`src/hdl/fcfl_pkg.sv`:
```
// ============================================================================
// fcfl_pkg: shared types and constants for the chunk free-list allocator
// ----------------------------------------------------------------------------
// Holds the request and response payload types, the operation and status
// codes, and the command and status groups that run between the controller
// and the datapath.
// ============================================================================
package fcfl_pkg;

    // Field widths fixed by the interface.
    localparam int IDX_W  = 8;
    localparam int CFG_W  = 9;

    // Default pool size and the chunk_count value after reset.
    localparam int MAX_CHUNKS_DEF = 256;
    localparam int COUNT_RST      = 256;

    // Operation codes carried in the request.
    typedef enum logic [1:0] {
        OP_GET   = 2'd0,
        OP_FREE  = 2'd1,
        OP_ERASE = 2'd2,
        OP_RSVD  = 2'd3
    } t_op;

    // Status codes returned with every response.
    typedef enum logic [1:0] {
        ST_OK     = 2'd0,
        ST_ERASED = 2'd1,
        ST_EMPTY  = 2'd2,
        ST_RANGE  = 2'd3
    } t_status;

    // One request item.
    typedef struct packed {
        logic [1:0]       operation;
        logic [IDX_W-1:0] free_index;
    } t_req;

    // One response item.
    typedef struct packed {
        logic [IDX_W-1:0] chunk_index;
        logic [1:0]       status;
    } t_rsp;

    // Commands from the controller to the datapath.
    typedef struct packed {
        logic init_clear;   // reload chunk_count, restart the rebuild sweep
        logic sweep_en;     // write one link entry of the rebuild sweep
        logic exec;         // carry out the accepted request
        logic load_head;    // take the fetched link as the new list head
    } t_ctrl_cmd;

    // Status from the datapath to the controller.
    typedef struct packed {
        logic sweep_last;   // the sweep is at the last link entry
        logic get_ok;       // the pending request is a get that will pop
    } t_dp_stat;

endpackage

```
`src/hdl/fcfl_ctrl.sv`:
```
// ============================================================================
// fcfl_ctrl: sequencing controller of the chunk free-list allocator
// ----------------------------------------------------------------------------
// Runs the link rebuild sweep after reset and after each chunk_count write,
// accepts request items while idle, and after a successful get holds in the
// link load state while the next link is fetched from the link memory.
// ============================================================================
module fcfl_ctrl (
    input  logic                  i_clk,
    input  logic                  i_rst_n,
    input  logic                  start,
    output logic                  busy,
    input  logic                  i_cfg_valid,
    output logic                  o_cfg_ready,
    input  fcfl_pkg::t_dp_stat    i_stat,
    output fcfl_pkg::t_ctrl_cmd   o_cmd
);
    import fcfl_pkg::*;

    typedef enum logic [2:0] {
        S_INIT = 3'b001,
        S_IDLE = 3'b010,
        S_LOAD = 3'b100
    } t_state;

    t_state r_state;
    t_state n_state;
    logic   cfg_wr;

    // A pending link load must finish before the pool can be rebuilt, and an
    // item being taken in an idle cycle keeps the write waiting.
    assign o_cfg_ready = (r_state == S_INIT) || ((r_state == S_IDLE) && !start);
    assign cfg_wr      = i_cfg_valid && o_cfg_ready;
    assign busy        = (r_state != S_IDLE);

    // Next state and datapath commands.
    always_comb begin
        n_state = r_state;
        o_cmd   = '0;
        if (cfg_wr) begin
            o_cmd.init_clear = 1'b1;
            n_state          = S_INIT;
        end else begin
            unique case (r_state)
                S_INIT: begin
                    o_cmd.sweep_en = 1'b1;
                    if (i_stat.sweep_last) begin
                        n_state = S_IDLE;
                    end
                end
                S_IDLE: begin
                    if (start) begin
                        o_cmd.exec = 1'b1;
                        if (i_stat.get_ok) begin
                            n_state = S_LOAD;
                        end
                    end
                end
                S_LOAD: begin
                    o_cmd.load_head = 1'b1;
                    n_state         = S_IDLE;
                end
                default: begin
                    n_state = S_INIT;
                end
            endcase
        end
    end

    // State register.
    always_ff @(posedge i_clk) begin
        if (!i_rst_n) begin
            r_state <= S_INIT;
        end else begin
            r_state <= n_state;
        end
    end

    // The link load state is always followed directly by the idle state.
    a_load_one_cycle: assert property (@(posedge i_clk) disable iff (!i_rst_n)
        (r_state == S_LOAD) |=> (r_state == S_IDLE))
        else $error("link load state did not return to idle");

    // The link load state is entered only from a get that pops a chunk.
    a_load_after_get: assert property (@(posedge i_clk) disable iff (!i_rst_n)
        (r_state == S_LOAD) |-> $past(o_cmd.exec && i_stat.get_ok))
        else $error("link load without a successful get");

    // A configuration write always restarts the rebuild sweep.
    a_cfg_rebuild: assert property (@(posedge i_clk) disable iff (!i_rst_n)
        cfg_wr |=> (r_state == S_INIT))
        else $error("configuration write did not start the rebuild");

endmodule

```
`src/hdl/fcfl_dpath.sv`:
```
// ============================================================================
// fcfl_dpath: datapath of the chunk free-list allocator
// ----------------------------------------------------------------------------
// Holds chunk_count, the list head, the erased flag, the link memory with its
// registered read port, the rebuild sweep pointer and the response register.
// ============================================================================
module fcfl_dpath #(
    parameter int MAX_CHUNKS = fcfl_pkg::MAX_CHUNKS_DEF
) (
    input  logic                       i_clk,
    input  logic                       i_rst_n,
    input  fcfl_pkg::t_req             i_req,
    input  logic [fcfl_pkg::CFG_W-1:0] i_cfg_data,
    input  fcfl_pkg::t_ctrl_cmd        i_cmd,
    output fcfl_pkg::t_dp_stat         o_stat,
    output logic                       o_done,
    output fcfl_pkg::t_rsp             o_rsp
);
    import fcfl_pkg::*;

    // Index, link and count widths. A link holds an index or the null value.
    localparam int IW = $clog2(MAX_CHUNKS);
    localparam int LW = $clog2(MAX_CHUNKS + 1);
    localparam int CW = (LW > CFG_W) ? LW : CFG_W;
    localparam int RST_COUNT = (COUNT_RST < MAX_CHUNKS) ? COUNT_RST : MAX_CHUNKS;
    localparam logic [LW-1:0] NULL_LINK = LW'(MAX_CHUNKS);
    localparam logic [CW-1:0] MAX_CW    = CW'(MAX_CHUNKS);
    localparam logic [CW-1:0] RST_CW    = CW'(RST_COUNT);
    localparam logic [IW-1:0] LAST_IDX  = IW'(MAX_CHUNKS - 1);

    // Link memory and its registered read data.
    logic [LW-1:0] r_link_mem [MAX_CHUNKS];
    logic [LW-1:0] r_rdata;

    logic [CW-1:0] r_count;
    logic [LW-1:0] r_head;
    logic          r_erased;
    logic [IW-1:0] r_ptr;
    logic          r_done;
    t_rsp          r_rsp;

    logic [CW-1:0] cfg_cw;
    logic [CW-1:0] n_count;
    logic [CW-1:0] idx_cw;
    logic [CW-1:0] head_cw;
    logic [CW-1:0] ptr_next_cw;
    logic [LW-1:0] sweep_link;
    logic          head_ok;
    logic          idx_ok;
    logic          get_ok;
    logic          free_ok;
    logic          erase_set;
    t_status       status;
    logic          mem_we;
    logic [IW-1:0] mem_waddr;
    logic [LW-1:0] mem_wdata;

    // Clamp a written chunk_count to the range 1 .. MAX_CHUNKS.
    assign cfg_cw = CW'(i_cfg_data);
    always_comb begin
        priority if (cfg_cw == '0) begin
            n_count = CW'(1);
        end else if (cfg_cw > MAX_CW) begin
            n_count = MAX_CW;
        end else begin
            n_count = cfg_cw;
        end
    end

    // Range checks against the chunks in use.
    assign idx_cw  = CW'(i_req.free_index);
    assign head_cw = CW'(r_head);
    assign head_ok = (head_cw < r_count);
    assign idx_ok  = (idx_cw < r_count);

    // Decode the request into its effect and its status.
    always_comb begin
        get_ok    = 1'b0;
        free_ok   = 1'b0;
        erase_set = 1'b0;
        status    = ST_OK;
        priority if (i_req.operation == OP_RSVD) begin
            status = ST_OK;
        end else if (r_erased) begin
            status = ST_ERASED;
        end else begin
            unique case (t_op'(i_req.operation))
                OP_GET: begin
                    if (head_ok) begin
                        get_ok = 1'b1;
                    end else begin
                        status = ST_EMPTY;
                    end
                end
                OP_FREE: begin
                    if (idx_ok) begin
                        free_ok = 1'b1;
                    end else begin
                        status = ST_RANGE;
                    end
                end
                default: begin
                    erase_set = 1'b1;
                end
            endcase
        end
    end

    assign o_stat.get_ok     = get_ok;
    assign o_stat.sweep_last = (r_ptr == LAST_IDX);

    // Rebuild value: each chunk links to the next one in use, the last to null.
    assign ptr_next_cw = CW'(r_ptr) + CW'(1);
    assign sweep_link  = (ptr_next_cw < r_count) ? ptr_next_cw[LW-1:0] : NULL_LINK;

    // Link memory write port: the rebuild sweep or the push of a freed chunk.
    assign mem_we    = i_cmd.sweep_en || (i_cmd.exec && free_ok);
    assign mem_waddr = i_cmd.sweep_en ? r_ptr : idx_cw[IW-1:0];
    assign mem_wdata = i_cmd.sweep_en ? sweep_link : r_head;

    // Link memory, read at the current head every cycle.
    always_ff @(posedge i_clk) begin
        if (mem_we) begin
            r_link_mem[mem_waddr] <= mem_wdata;
        end
        r_rdata <= r_link_mem[r_head[IW-1:0]];
    end

    // Pool control state.
    always_ff @(posedge i_clk) begin
        if (!i_rst_n) begin
            r_count  <= RST_CW;
            r_head   <= '0;
            r_erased <= 1'b0;
            r_ptr    <= '0;
            r_done   <= 1'b0;
        end else begin
            r_done <= i_cmd.exec;
            if (i_cmd.init_clear) begin
                r_count  <= n_count;
                r_head   <= '0;
                r_erased <= 1'b0;
                r_ptr    <= '0;
            end else begin
                if (i_cmd.sweep_en) begin
                    r_ptr <= r_ptr + IW'(1);
                end
                if (i_cmd.exec && free_ok) begin
                    r_head <= idx_cw[LW-1:0];
                end
                if (i_cmd.exec && erase_set) begin
                    r_erased <= 1'b1;
                end
                if (i_cmd.load_head) begin
                    r_head <= r_rdata;
                end
            end
        end
    end

    // Response register, loaded as each item is accepted.
    always_ff @(posedge i_clk) begin
        if (i_cmd.exec) begin
            r_rsp.chunk_index <= get_ok ? head_cw[IDX_W-1:0] : '0;
            r_rsp.status      <= status;
        end
    end

    assign o_done = r_done;
    assign o_rsp  = r_rsp;

    // The head is always a chunk in use or the null link.
    a_head_legal: assert property (@(posedge i_clk) disable iff (!i_rst_n)
        (head_cw < r_count) || (r_head == NULL_LINK))
        else $error("list head outside the pool");

    // chunk_count stays within 1 .. MAX_CHUNKS.
    a_count_range: assert property (@(posedge i_clk) disable iff (!i_rst_n)
        (r_count != '0) && (r_count <= MAX_CW))
        else $error("chunk_count out of range");

    // A popped chunk is reported with status ok.
    a_pop_ok: assert property (@(posedge i_clk) disable iff (!i_rst_n)
        (i_cmd.exec && get_ok) |=> (o_done && (o_rsp.status == ST_OK)))
        else $error("successful get not reported as ok");

endmodule

```
`src/hdl/fixed_chunk_free_list_allocator.sv`:
```
// ============================================================================
// fixed_chunk_free_list_allocator: fixed-size chunk pool kept as a free list
// ----------------------------------------------------------------------------
// Hands out and takes back chunk indexes from a linked free list held in an
// on-chip link memory, with an erase command and a chunk_count register.
// ============================================================================
// Usage: an item is taken at a clock edge with start high and busy low. Its
// response appears on o_rsp in the cycle after the item is taken, marked by
// o_done for exactly one cycle; the receiver cannot stall it, so it must be
// captured then. A get that pops a chunk keeps the block busy in the link
// load state, because the chunk's next link is read from the synchronous link
// memory before the head can move on; every other item leaves the block idle.
// After reset and after each chunk_count write the block rebuilds the list by
// writing every link entry, one per cycle, and holds busy high until it is done.
// chunk_count may only be written while no item is in progress.
module fixed_chunk_free_list_allocator #(
    parameter int MAX_CHUNKS = fcfl_pkg::MAX_CHUNKS_DEF
) (
    input  logic                       i_clk,
    input  logic                       i_rst_n,
    input  logic                       start,
    output logic                       busy,
    input  fcfl_pkg::t_req             i_req,
    output logic                       o_done,
    output fcfl_pkg::t_rsp             o_rsp,
    input  logic                       i_cfg_valid,
    output logic                       o_cfg_ready,
    input  logic [fcfl_pkg::CFG_W-1:0] i_cfg_data
);
    import fcfl_pkg::*;

    t_ctrl_cmd cmd;
    t_dp_stat  stat;

    // Sequencing controller.
    fcfl_ctrl u_ctrl (
        .i_clk       (i_clk),
        .i_rst_n     (i_rst_n),
        .start       (start),
        .busy        (busy),
        .i_cfg_valid (i_cfg_valid),
        .o_cfg_ready (o_cfg_ready),
        .i_stat      (stat),
        .o_cmd       (cmd)
    );

    // Free-list datapath and link memory.
    fcfl_dpath #(
        .MAX_CHUNKS (MAX_CHUNKS)
    ) u_dpath (
        .i_clk      (i_clk),
        .i_rst_n    (i_rst_n),
        .i_req      (i_req),
        .i_cfg_data (i_cfg_data),
        .i_cmd      (cmd),
        .o_stat     (stat),
        .o_done     (o_done),
        .o_rsp      (o_rsp)
    );

endmodule

```
`config.mk`:
```
export PLATFORM = sky130hd
export DESIGN_NAME = fixed_chunk_free_list_allocator
export DESIGN_NICKNAME = d
export VERILOG_FILES = /design/src/hdl/fcfl_pkg.sv /design/src/hdl/fcfl_ctrl.sv /design/src/hdl/fcfl_dpath.sv /design/src/hdl/fixed_chunk_free_list_allocator.sv
export SDC_FILE = /design/constraint.sdc
export NUM_CORES = 2
export LEC_CHECK = 0
export BUFFER_PORTS_ARGS = -buffer_cell sky130_fd_sc_hd__buf_2
export CAP_MARGIN = 20
export CORE_MARGIN = 1.5
export CORE_UTILIZATION = 40
export CTS_CLUSTER_DIAMETER = 30
export DETAILED_ROUTE_END_ITERATION = 10
export PLACE_DENSITY = 0.6
export SLEW_MARGIN = 0
export SYNTH_ARGS = -nofsm -noshare
export SYNTH_HDL_FRONTEND = slang
export SYNTH_SLANG_ARGS = --single-unit
```
`constraint.sdc`:
```
create_clock -name i_clk -period 19.3 [get_ports i_clk]
set_input_delay 3.86 -clock i_clk [delete_from_list [all_inputs] [get_ports i_clk]]
set_output_delay 3.86 -clock i_clk [all_outputs]
set_load 0.02 [all_outputs]
```
==> results.txt <==
CORE AREA: 227000 um2
Worst Hold Class: flop to flop
Most frequent cells in the layout: edfxtp_1 (2314), mux4_2 (556), clkbuf_16 (408)
Crit-path most repeated cell: buf_2
Filler cells: 18400
Final Hold Viols: 0
Slowest stage cell on the critical path: a21oi_1
Die W: 481 um
Crit path largest cell delay: 0.24 ns
Max_slew headroom: 21.2%
Post-DP HPWL: 130000 um
Detailed Routing Iterations Pass 1: 6
Setup violators final: 0
Final worst-path cycle share: 43.6%
RSZ-0062 raised after global routing: false
Sequence of cells on the critical path: buf_2 -> inv_1 -> nand2_1 -> a21oi_1 -> buf_2
Post-layout min period: 8.42 ns
CP Max Fanout: 3
Commonest non-fill, non-tap cell in the layout: edfxtp_1
Vias/cell: 5.70
Wire per inst: 28.5 um
Leading area contributor after synthesis: edfxtp_1
WL final: 226000 um
Antenna violations before repair: 3
Initial Utilization: 40.2%
FP Rows: 175
Worst path arrival time: 4.56 ns
Area added between synthesis and finish: 18.6%
Required time of the critical path: 15.44 ns
Remaining DRCs: 0
First-pass GRT wire length: 327000 um
GPL Wtd Cong: 0.835
Share of the yosys chip area belonging to registers: 77.0%
Remaining Overflow, GRT: 0
Routed Antenna Nets: 0
Die height: 481 um
#FFs+latches synth: 2354
Skew-Pair Late Insertion Delay: 0.95 ns
CTS tree: built
Setup TNS: 0 ns
Mapped Area: 91300 um2
Crit Path Class: input pin to output port
Worst setup SP type: input pin
CTS sink count: 2354
Pwr/cell area: 117 nW/um2
Layout cells sized above 1: 28.9%
Tot Pwr: 12.7 mW
Max_cap viols: 0
I/O pins: 36
Yosys Warn Count: 0
Met1 Resource Use GR: 27.3%
Critical path endpoint category: output port
Via count: 45200
Synth top area share: 76.1%
Max VDD drop: 100 uV
Cells after Synth: 4308
Number of buffers created by CTS: 402
Port Buf Inserts: 35
Final worst-path setup slack: 10.88 ns
Fmax: 0.119 GHz
Iter 0 DRT Violations: 5088
Leakage: 31.9 nW
Cell variety after synth: 60
Synth top area cells: edfxtp_1 (76%), mux4_2 (14%), nor2_1 (1.3%), dfxtp_1 (0.88%), mux2i_1 (0.80%)
CTS resizes: 0
Syn Nets: 4355
Postcts setup bufs: 0
Die area: 231000 um2
Vias in the first global route: 46200
Reg2reg setup slack: 13.18 ns
Measured slew at the worst slew-check pin: 1.18 ns
Clk_skew: 0.0516 ns
Post-synth EDFFs: 2314
Ys async rst share: 0%
Hold buffer count at CTS: 0
Avg Cell Area, Syn: 21.2 um2
Clock-pin slew on the worst setup and hold paths: 0.05 ns
Pre-CTS WS: 10.90 ns
Largest net degree at the start of global routing: 153
Met3 usage: 5.09%
Gr busiest metal: met2
H-tree depth: 5
Final core utilization: 47.7%
Slew Viols, Final: 0
Prevailing post-synth register cell: edfxtp_1
Root Buffer: clkbuf_16
Clock Path Buffers: 4
Tot GR Track Use: 19.4%
Status: complete, no violations
Nets@finish: 4641
GR Util met2: 29.6%
-- per-layer routing --
| layer | up-vias | wire length (um) |
|---|---|---|
| met5 | - | 0 |
| met4 | 0 | 6130 |
| met3 | 340 | 20800 |
| met2 | 2149 | 105000 |
| met1 | 23900 | 93900 |
| li1 | 18800 | - |
-- power breakdown --
group / internal (mW) / total, mW / switching [mW]
Sequential: 5.58 / 5.58 / 0.00287
Combinational: 0.0179 / 0.108 / 0.0905
Clock: 4.47 / 7.00 / 2.52
Total: 10.1 / 12.7 / 2.62
-- cell families (layout without fill, tap and decap cells) --
kind of cell | Yosys count | after routing | synth area share [%]
buffers and inverters | 272 | 883 | 1.72
XOR/XNOR | 13 | 13 | 0.125
AO/OA/AOI/OAI | 411 | 411 | 3.33
multiplexers | 640 | 640 | 14.6
AND/OR/NAND/NOR | 594 | 594 | 2.89
adder cells (fa/ha/maj) | 24 | 24 | 0.329
flip-flops | 2354 | 2354 | 77.0
other | 0 | 1 | 0
-- worst paths after layout --
path / start / to / cells past startpoint
worst max-delay path: start / o_cfg_ready / 5
worst min-delay path: u_dpath.r_erased / u_dpath.r_erased / 2
worst max register to register: u_dpath.head_cw[0] / u_dpath.r_rdata[7] / 10
worst min register to register: u_dpath.r_erased / u_dpath.r_erased / 2
-- cell type report --
| type | instances | area (um2) | share of cell area [%] |
|---|---|---|---|
| tap | 3009 | 3760 | 3.47 |
| multi-input combinational | 1682 | 19700 | 18.2 |
| sequential | 2354 | 70300 | 64.9 |
| clock inverter | 291 | 3170 | 2.93 |
| timing repair buffer | 136 | 1020 | 0.938 |
| inverter | 18 | 67.6 | 0.0624 |
| antenna | 1 | 2.50 | 0.00231 |
| clock buffer | 438 | 10300 | 9.54 |
-- flip-flops by register name (all words and copies together), names as in the netlist --
name,flops
u_ctrl.r_state,3
u_dpath.head_cw,9
u_dpath.o_done,1
u_dpath.o_rsp,10
u_dpath.r_count,9
u_dpath.r_erased,1
u_dpath.r_link_mem,2304
u_dpath.r_ptr,8
u_dpath.r_rdata,9
-- cells in the mapped netlist, types with 8 or more instances --
master / count
a22oi_1: 43
and2_1: 15
a221oi_1: 62
buf_6: 45
mux4_2: 556
edfxtp_1: 2314
nand2b_1: 15
nand3_1: 15
nor2_1: 310
nor3_2: 8
clkbuf_1: 85
nand2_1: 104
a22o_1: 62
a31oi_1: 9
nor2b_1: 9
a21oi_1: 23
buf_4: 22
xnor2_1: 11
dfxtp_1: 40
buf_1: 8
mux2i_1: 73
inv_1: 18
o21ai_0: 26
a2111oi_0: 9
mux2_2: 11
o211ai_1: 42
o22ai_1: 100
nor4_1: 12
nor3_1: 75
ha_1: 24
buf_2: 92
-- per-stage QoR --
stage	area [um2]	cells	hold WS, ns
after floorplan	91300	4308	0.446
after global placement	94800	7195	0.484
after detailed placement	94800	7197	0.500
after CTS	108000	7926	0.518
after global routing	108000	7929	0.550
final	108000	7929	0.514
-- worst max-delay path, delay by kind of cell --
| kind | cells | cell delay, ns |
|---|---|---|
| buffers and inverters | 3 | 0.41 |
| AOI/OAI and AO/OA | 1 | 0.24 |
| and+or+nand+nor | 1 | 0.05 |
No activity file was read; power rests on OpenSTA's default activity.
